File: src/hw/rtl/glmf_pkg.sv
// Package with the shared constants, types and helper functions of the grid local minimum finder.
package glmf_pkg;

  // Raster geometry: columns are indexed by COL_W bits, and the row width register by WIDTH_W bits.
  localparam int MAX_COLUMNS = 64;
  localparam int COL_W       = 6;
  localparam int WIDTH_W     = 7;
  localparam int HEIGHT_W    = 4;
  localparam int ROW_W       = 16;
  localparam int RISK_W      = 24;

  typedef logic [COL_W-1:0]    col_t;
  typedef logic [WIDTH_W-1:0]  width_t;
  typedef logic [HEIGHT_W-1:0] height_t;
  typedef logic [ROW_W-1:0]    row_t;
  typedef logic [RISK_W-1:0]   risk_t;

  localparam row_t   ROW_MAX         = '1;
  localparam risk_t  RISK_MAX        = '1;
  localparam width_t RESET_ROW_WIDTH = WIDTH_W'(MAX_COLUMNS);

  // Item kinds carried by the mode field.
  typedef enum logic {
    MODE_CELL  = 1'b0,
    MODE_FLUSH = 1'b1
  } mode_t;

  // A width of zero acts as one column, and a width beyond the buffers acts as the buffer depth.
  function automatic width_t eff_width(input width_t w);
    width_t res;
    res = w;
    if (w == '0) begin
      res = WIDTH_W'(1);
    end else if (w > WIDTH_W'(MAX_COLUMNS)) begin
      res = WIDTH_W'(MAX_COLUMNS);
    end
    return res;
  endfunction

  // Adds height plus one to the risk total and saturates at its maximum.
  function automatic risk_t risk_add(input risk_t risk, input height_t h);
    logic [RISK_W:0] sum;
    sum = {1'b0, risk} + (RISK_W+1)'(h) + (RISK_W+1)'(1);
    return sum[RISK_W] ? RISK_MAX : sum[RISK_W-1:0];
  endfunction

endpackage

File: src/hw/rtl/grid_local_minimum_finder.sv
// Top level of the grid local minimum finder: line buffers, sequencer and result register.

// Heights stream in row order, one cell per input transfer; a cell's verdict (strictly below every
// existing 4-neighbor) comes out when the cell below it arrives, together with the running,
// saturating risk total. For a height cell, the accept state reads both line buffers, and S_CELL
// then judges the cell above, writes the buffers back and loads the result register once it is free.
// A flush judges the remaining columns of the last complete row in S_FLUSH (one result per cycle
// while the result register is free, since each verdict needs one read of the line buffers), or
// goes to S_MARK when only the end-of-frame marker is due. The result register lets the next item
// in while a result waits; a full register stalls the sequencer. The line buffers need no clearing
// pass after reset, and the row width register should only be written while the block is idle.
module grid_local_minimum_finder
  import glmf_pkg::*;
(
  input  logic                clk,
  input  logic                rst_n,

  input  logic                in_valid,
  output logic                in_ready,
  input  logic                in_mode,
  input  logic [HEIGHT_W-1:0] in_height,

  output logic                out_valid,
  input  logic                out_ready,
  output logic [COL_W-1:0]    out_col,
  output logic [ROW_W-1:0]    out_row,
  output logic [HEIGHT_W-1:0] out_cell_height,
  output logic                out_is_low,
  output logic [RISK_W-1:0]   out_risk_total,
  output logic                out_last,

  input  logic                cfg_valid,
  output logic                cfg_ready,
  input  logic [WIDTH_W-1:0]  cfg_row_width
);

  typedef enum logic [1:0] {
    S_IDLE,
    S_CELL,
    S_FLUSH,
    S_MARK
  } state_t;

  // Line buffers: the row above the judged row, and the judged row itself.
  height_t upper_mem [MAX_COLUMNS];
  height_t middle_mem [MAX_COLUMNS];

  state_t  state_r, state_nxt;
  width_t  row_width_r, row_width_nxt;
  width_t  col_count_r, col_count_nxt;
  row_t    row_count_r, row_count_nxt;
  risk_t   risk_sum_r, risk_sum_nxt;
  height_t left_hold_r, left_hold_nxt;
  height_t flush_left_r, flush_left_nxt;
  col_t    cur_c_r, cur_c_nxt;
  height_t cell_h_r, cell_h_nxt;

  logic    out_valid_r, out_valid_nxt;
  col_t    out_col_r, out_col_nxt;
  row_t    out_row_r, out_row_nxt;
  height_t out_height_r, out_height_nxt;
  logic    out_low_r, out_low_nxt;
  risk_t   out_risk_r, out_risk_nxt;
  logic    out_last_r, out_last_nxt;

  // Registered read data of the line buffers.
  height_t mid_q0_r;
  height_t mid_q1_r;
  height_t up_q_r;

  logic    rd_en;
  col_t    rd_addr;
  logic    wr_en;

  width_t  w;
  width_t  w_m1;
  col_t    c_start;
  width_t  next_col;
  logic    has_up;
  logic    has_dn;
  logic    has_l;
  logic    has_r;
  height_t left_val;
  logic    is_low;
  risk_t   risk_new;
  logic    out_free;
  logic    flush_due;

  assign in_ready        = (state_r == S_IDLE);
  assign cfg_ready       = 1'b1;
  assign out_valid       = out_valid_r;
  assign out_col         = out_col_r;
  assign out_row         = out_row_r;
  assign out_cell_height = out_height_r;
  assign out_is_low      = out_low_r;
  assign out_risk_total  = out_risk_r;
  assign out_last        = out_last_r;

  // Effective width and the column that the next cell lands in.
  assign w         = eff_width(row_width_r);
  assign w_m1      = w - WIDTH_W'(1);
  assign c_start   = (col_count_r >= w) ? w_m1[COL_W-1:0] : col_count_r[COL_W-1:0];
  assign flush_due = (row_count_r != '0) && (col_count_r < w);
  assign out_free  = !out_valid_r || out_ready;

  // Neighbor tests for the cell at cur_c_r of the judged row.
  assign next_col = {1'b0, cur_c_r} + WIDTH_W'(1);
  assign has_up   = (row_count_r >= ROW_W'(2));
  assign has_dn   = (state_r == S_CELL);
  assign has_l    = (cur_c_r != '0);
  assign has_r    = (next_col < w);
  assign left_val = (state_r == S_CELL) ? left_hold_r : flush_left_r;
  assign is_low   = (!has_up || (mid_q0_r < up_q_r)) &&
                    (!has_dn || (mid_q0_r < cell_h_r)) &&
                    (!has_l  || (mid_q0_r < left_val)) &&
                    (!has_r  || (mid_q0_r < mid_q1_r));
  assign risk_new = is_low ? risk_add(risk_sum_r, mid_q0_r) : risk_sum_r;

  // Upper line buffer: one read port and one write port.
  always_ff @(posedge clk) begin
    if (wr_en) begin
      upper_mem[cur_c_r] <= mid_q0_r;
    end
    if (rd_en) begin
      up_q_r <= upper_mem[rd_addr];
    end
  end

  // Middle line buffer: reads the judged column and its right neighbor, writes the new cell.
  always_ff @(posedge clk) begin
    if (wr_en) begin
      middle_mem[cur_c_r] <= cell_h_r;
    end
    if (rd_en) begin
      mid_q0_r <= middle_mem[rd_addr];
      mid_q1_r <= middle_mem[rd_addr + COL_W'(1)];
    end
  end

  // Sequencer and result register next values.
  always_comb begin
    state_nxt      = state_r;
    row_width_nxt  = row_width_r;
    col_count_nxt  = col_count_r;
    row_count_nxt  = row_count_r;
    risk_sum_nxt   = risk_sum_r;
    left_hold_nxt  = left_hold_r;
    flush_left_nxt = flush_left_r;
    cur_c_nxt      = cur_c_r;
    cell_h_nxt     = cell_h_r;
    out_valid_nxt  = out_valid_r && !out_ready;
    out_col_nxt    = out_col_r;
    out_row_nxt    = out_row_r;
    out_height_nxt = out_height_r;
    out_low_nxt    = out_low_r;
    out_risk_nxt   = out_risk_r;
    out_last_nxt   = out_last_r;
    rd_en          = 1'b0;
    rd_addr        = c_start;
    wr_en          = 1'b0;

    // The width register is written by its own transfer.
    if (cfg_valid) begin
      row_width_nxt = cfg_row_width;
    end

    unique case (state_r)
      // Take an item and start the line buffer reads for its column.
      S_IDLE: begin
        if (in_valid) begin
          rd_en     = 1'b1;
          rd_addr   = c_start;
          cur_c_nxt = c_start;
          if (mode_t'(in_mode) == MODE_CELL) begin
            cell_h_nxt = in_height;
            state_nxt  = S_CELL;
          end else if (flush_due) begin
            flush_left_nxt = left_hold_r;
            state_nxt      = S_FLUSH;
          end else begin
            state_nxt = S_MARK;
          end
        end
      end

      // Judge the cell above the new one, then shift the column down the line buffers.
      S_CELL: begin
        if ((row_count_r == '0) || out_free) begin
          wr_en         = 1'b1;
          left_hold_nxt = mid_q0_r;
          if (row_count_r != '0) begin
            out_valid_nxt  = 1'b1;
            out_col_nxt    = cur_c_r;
            out_row_nxt    = row_count_r - ROW_W'(1);
            out_height_nxt = mid_q0_r;
            out_low_nxt    = is_low;
            out_risk_nxt   = risk_new;
            out_last_nxt   = 1'b0;
            risk_sum_nxt   = risk_new;
          end
          if (next_col >= w) begin
            col_count_nxt = '0;
            if (row_count_r != ROW_MAX) begin
              row_count_nxt = row_count_r + ROW_W'(1);
            end
          end else begin
            col_count_nxt = next_col;
          end
          state_nxt = S_IDLE;
        end
      end

      // Judge the remaining columns of the last complete row, one per cycle while the result register is free.
      S_FLUSH: begin
        if (out_free) begin
          out_valid_nxt  = 1'b1;
          out_col_nxt    = cur_c_r;
          out_row_nxt    = row_count_r - ROW_W'(1);
          out_height_nxt = mid_q0_r;
          out_low_nxt    = is_low;
          out_risk_nxt   = risk_new;
          out_last_nxt   = !has_r;
          risk_sum_nxt   = risk_new;
          if (has_r) begin
            rd_en          = 1'b1;
            rd_addr        = next_col[COL_W-1:0];
            cur_c_nxt      = next_col[COL_W-1:0];
            flush_left_nxt = mid_q0_r;
          end else begin
            left_hold_nxt = '0;
            col_count_nxt = '0;
            row_count_nxt = '0;
            risk_sum_nxt  = '0;
            state_nxt     = S_IDLE;
          end
        end
      end

      // Nothing left to judge: a single end-of-frame marker.
      S_MARK: begin
        if (out_free) begin
          out_valid_nxt  = 1'b1;
          out_col_nxt    = '0;
          out_row_nxt    = '0;
          out_height_nxt = '0;
          out_low_nxt    = 1'b0;
          out_risk_nxt   = risk_sum_r;
          out_last_nxt   = 1'b1;
          left_hold_nxt  = '0;
          col_count_nxt  = '0;
          row_count_nxt  = '0;
          risk_sum_nxt   = '0;
          state_nxt      = S_IDLE;
        end
      end

      default: begin
        state_nxt = S_IDLE;
      end
    endcase
  end

  // State, frame counters and the result register.
  always_ff @(posedge clk) begin
    if (!rst_n) begin
      state_r      <= S_IDLE;
      row_width_r  <= RESET_ROW_WIDTH;
      col_count_r  <= '0;
      row_count_r  <= '0;
      risk_sum_r   <= '0;
      left_hold_r  <= '0;
      flush_left_r <= '0;
      cur_c_r      <= '0;
      cell_h_r     <= '0;
      out_valid_r  <= 1'b0;
      out_col_r    <= '0;
      out_row_r    <= '0;
      out_height_r <= '0;
      out_low_r    <= 1'b0;
      out_risk_r   <= '0;
      out_last_r   <= 1'b0;
    end else begin
      state_r      <= state_nxt;
      row_width_r  <= row_width_nxt;
      col_count_r  <= col_count_nxt;
      row_count_r  <= row_count_nxt;
      risk_sum_r   <= risk_sum_nxt;
      left_hold_r  <= left_hold_nxt;
      flush_left_r <= flush_left_nxt;
      cur_c_r      <= cur_c_nxt;
      cell_h_r     <= cell_h_nxt;
      out_valid_r  <= out_valid_nxt;
      out_col_r    <= out_col_nxt;
      out_row_r    <= out_row_nxt;
      out_height_r <= out_height_nxt;
      out_low_r    <= out_low_nxt;
      out_risk_r   <= out_risk_nxt;
      out_last_r   <= out_last_nxt;
    end
  end

endmodule

File: config.mk
export PLATFORM = sky130hd
export DESIGN_NAME = grid_local_minimum_finder
export DESIGN_NICKNAME = d
export VERILOG_FILES = /design/src/hw/rtl/glmf_pkg.sv /design/src/hw/rtl/grid_local_minimum_finder.sv
export SDC_FILE = /design/constraint.sdc
export NUM_CORES = 1
export LEC_CHECK = 0
export CORE_MARGIN = 2
export CORE_UTILIZATION = 55
export CTS_CLUSTER_DIAMETER = 40
export DETAILED_ROUTE_END_ITERATION = 12
export DONT_BUFFER_PORTS = 1
export PLACE_DENSITY = 0.73
export SYNTH_ARGS = -nofsm -noshare
export SYNTH_HDL_FRONTEND = slang
export SYNTH_SLANG_ARGS = --single-unit
File: constraint.sdc
create_clock -name clk -period 5.2 [get_ports clk]
set_input_delay 0.26 -clock clk [delete_from_list [all_inputs] [get_ports clk]]
set_output_delay 0.26 -clock clk [all_outputs]
set_load 0.03 [all_outputs]
==> reports/results.txt <==
Outcome = completed
Starting DRT DRC Count = 2204
Post-synthesis sequential area ratio = 61.31%
Leak = 11.28 nW
Ys flop type = edfxtp_1
Pre-CTS WS = 0.05963 ns
Clk buf depth = 3
Clock Latency Late Sink = 0.65 ns
Crit path kind = flop to flop
Mean post-synth cell area = 14.60 sq um
Starting Density = 55.51%
Worst Hold Class = input pin to flop
Period utilization = 96.94%
Htree depth = 3
Nets = 2185
First-pass detailed-route iteration total = 5
CP startpoint kind = flop
Slew Limit Fails = 0
Final GP Congestion = 0.9756
Top post-synthesis cells by area = edfxtp_1 (53%), mux4_2 (15%), dfxtp_1 (8.5%)
Setup_tns = 0 ns
Worst path top cell family by delay = compound AO/OA/AOI/OAI gates
Commonest non-fill, non-tap cells in the layout = edfxtp_1 (524), mux4_2 (200), nor2_1 (153)
Top cell type's share of synthesized area = 52.78%
Layout area overhead = 14.33%
Row count = 85
HPWL after DPL = 48340 um
Maxcap violations = 0
Worst Tran Pin Value = 1.027 ns
Post-Syn Nets = 2097
Worst setup margin = 0.1594 ns
Vias in the first global route = 19380
DR WL/cell = 26.61 um
RSZ-0062 raised after global routing = false
Vias per cell = 6.669
I/O pin cnt = 72
CP max-delay cell = buf_12
EDFF count, synth = 524
CP most frequent cell = nor2_1
Clk_skew = 0.03992 ns
Clock sink count = 651
Worst VDD drop = 0.0002804 V
Largest net degree at the start of global routing = 129
Critical path peak fanout = 128
Endpoints failing hold = 0
Synth cell types = 74
CTS tree = built
Power Total = 0.01442 W
Crit path time final = 5.041 ns
Layout cells sized above 1 = 22.90%
Warning count from the yosys run = 0
Commonest non-fill, non-tap cell in the layout = edfxtp_1
Clock-pin slew of the registers on the worst-case setup and hold paths = 0.06 ns
Core ar. = 53710 sq um
CP Capture Type = flop
Chip height = 236.8 um
Final setup violation count = 0
Ys async rst share = 0%
Gr usage total = 27.98%
Worst path cell trace = nand3_1, nor2_1, xnor2_1, inv_1, ha_1, o21ai_0, o2111ai_1, or2_1, mux2i_4, buf_12, mux4_2, a22oi_1, nor2_1, a21oi_1, nand4_1
Post-Route WL = 77120 um
Register bit total from synthesis = 651
Buf/Inv on CP = 2
Initial antenna violation count = 2
DRC = 0
Total power per unit cell area = 423.0 nW/um^2
Vias = 19330
Highest Clock Rate = 0.1984 GHz
Slew margin rel. = 29.74%
Crit path DAT = 5.39 ns
Yosys top cell by area = edfxtp_1
Root buf cell = clkbuf_16
Synth Instances = 2042
DRT antenna net count = 0
CP peak stage delay = 0.61 ns
Area of the die = 56080 sq um
Die X = 236.8 um
Total gr overflow = 0
CTS Buf Count = 83
Post-synthesis cell area = 29810 sq um
Req. time, crit path = 5.55 ns
First-pass GRT wire length = 118800 um
IO Port Bufs = 0
[power breakdown]
group	leakage (nW)	switching, W	internal, W
combinational	4.30	0.00168	0.00122
clock	1.29	0.00234	0.00314
sequential	5.69	0.000134	0.00590
total	11.3	0.00416	0.0103
[path summary, 6_finish.rpt]
path / start / end / slack [ns] / cells after the start
worst min-delay path: rst_n / out_risk_total[17] / 0.03 / 3
worst max-delay path: cur_c_r[1] / up_q_r[1] / 0.16 / 15
worst min register to register: flush_left_r[3] / flush_left_r[3] / 0.52 / 2
worst max register to register: cur_c_r[1] / up_q_r[1] / 0.16 / 15
[registers in the layout, summed over array words and instances (netlist names), 6 cells and up]
register / cells
col_count_r: 7
row_width_r: 7
upper_mem: 256
cur_c_r: 6
out_risk_total: 24
out_row: 16
middle_mem: 256
row_count_r: 16
out_col: 6
risk_sum_r: 24
[cell usage after synthesis, types with 29 or more instances]
master      n
nand3_1    61
mux2i_1    30
clkbuf_1   90
mux4_2    200
buf_2      29
a22oi_1    53
nor2_1    155
mux2_2     35
inv_1      36
o21ai_0    77
nand2_1   126
nor2b_1    35
edfxtp_1  524
a21oi_1    94
a21boi_0   33
dfxtp_1   127
ha_1       37
[per-layer routing]
| layer | GRT usage, % | vias to the layer above | part of all wire (%) |
|---|---|---|---|
| li1 | - | 8228 | - |
| met1 | 37.21 | 9709 | 38 |
| met2 | 44.66 | 1199 | 48 |
| met3 | 6.727 | 188 | 11 |
| met4 | 11.62 | 2 | 3.9 |
| met5 | 0 | - | 0.016 |
[cells by family after synthesis]
logic type,synth area share (%)
other cells,0.01258
compound gates,8.167
mux,17.51
buf+inv,2.287
xor+xnor,0.9695
simple gates,8.125
flops,61.31
fa+ha+maj,1.620
[worst reg2reg max path: stages (launching register included)]
cell,delay [ns]
dfxtp_1,0.48
nand3_1,0.26
nor2_1,0.18
xnor2_1,0.21
inv_1,0.09
ha_1,0.31
o21ai_0,0.25
o2111ai_1,0.22
or2_1,0.32
mux2i_4,0.23
buf_12,0.61
mux4_2,0.49
a22oi_1,0.35
nor2_1,0.09
a21oi_1,0.53
nand4_1,0.15
[stage by stage]
step	util (%)	instances	cell area, sq um	hold WS, ns
after floorplan	-	2042	29820	0.3862
after detailed placement	57.77	2711	31020	0.3766
after global routing	63.46	2897	34080	0.02947
after CTS	63.34	2896	34020	0.007941
final	63.46	2898	34090	0.02791
after global placement	57.77	2711	31020	0.3735
[repair_timing]
action | in CTS | in global routing
setup buffers | 0 | 0
hold buffers | 29 | 0
gates resized for setup | 0 | 7
setup endpoints to repair | 0 | 6
hold endpoints to repair | 85 | 0
[cell type report]
type | count | area [sq um]
Tap cell | 696 | 870.8
Multi-Input combinational cell | 1221 | 10920
Clock inverter | 60 | 559.3
Timing Repair Buffer | 132 | 1172
Clock buffer | 96 | 2127
Fill cell | 3755 | 19620
Antenna cell | 1 | 2.502
Sequential cell | 651 | 18280
Inverter | 41 | 153.9
Power figures use the tool's default switching activity.
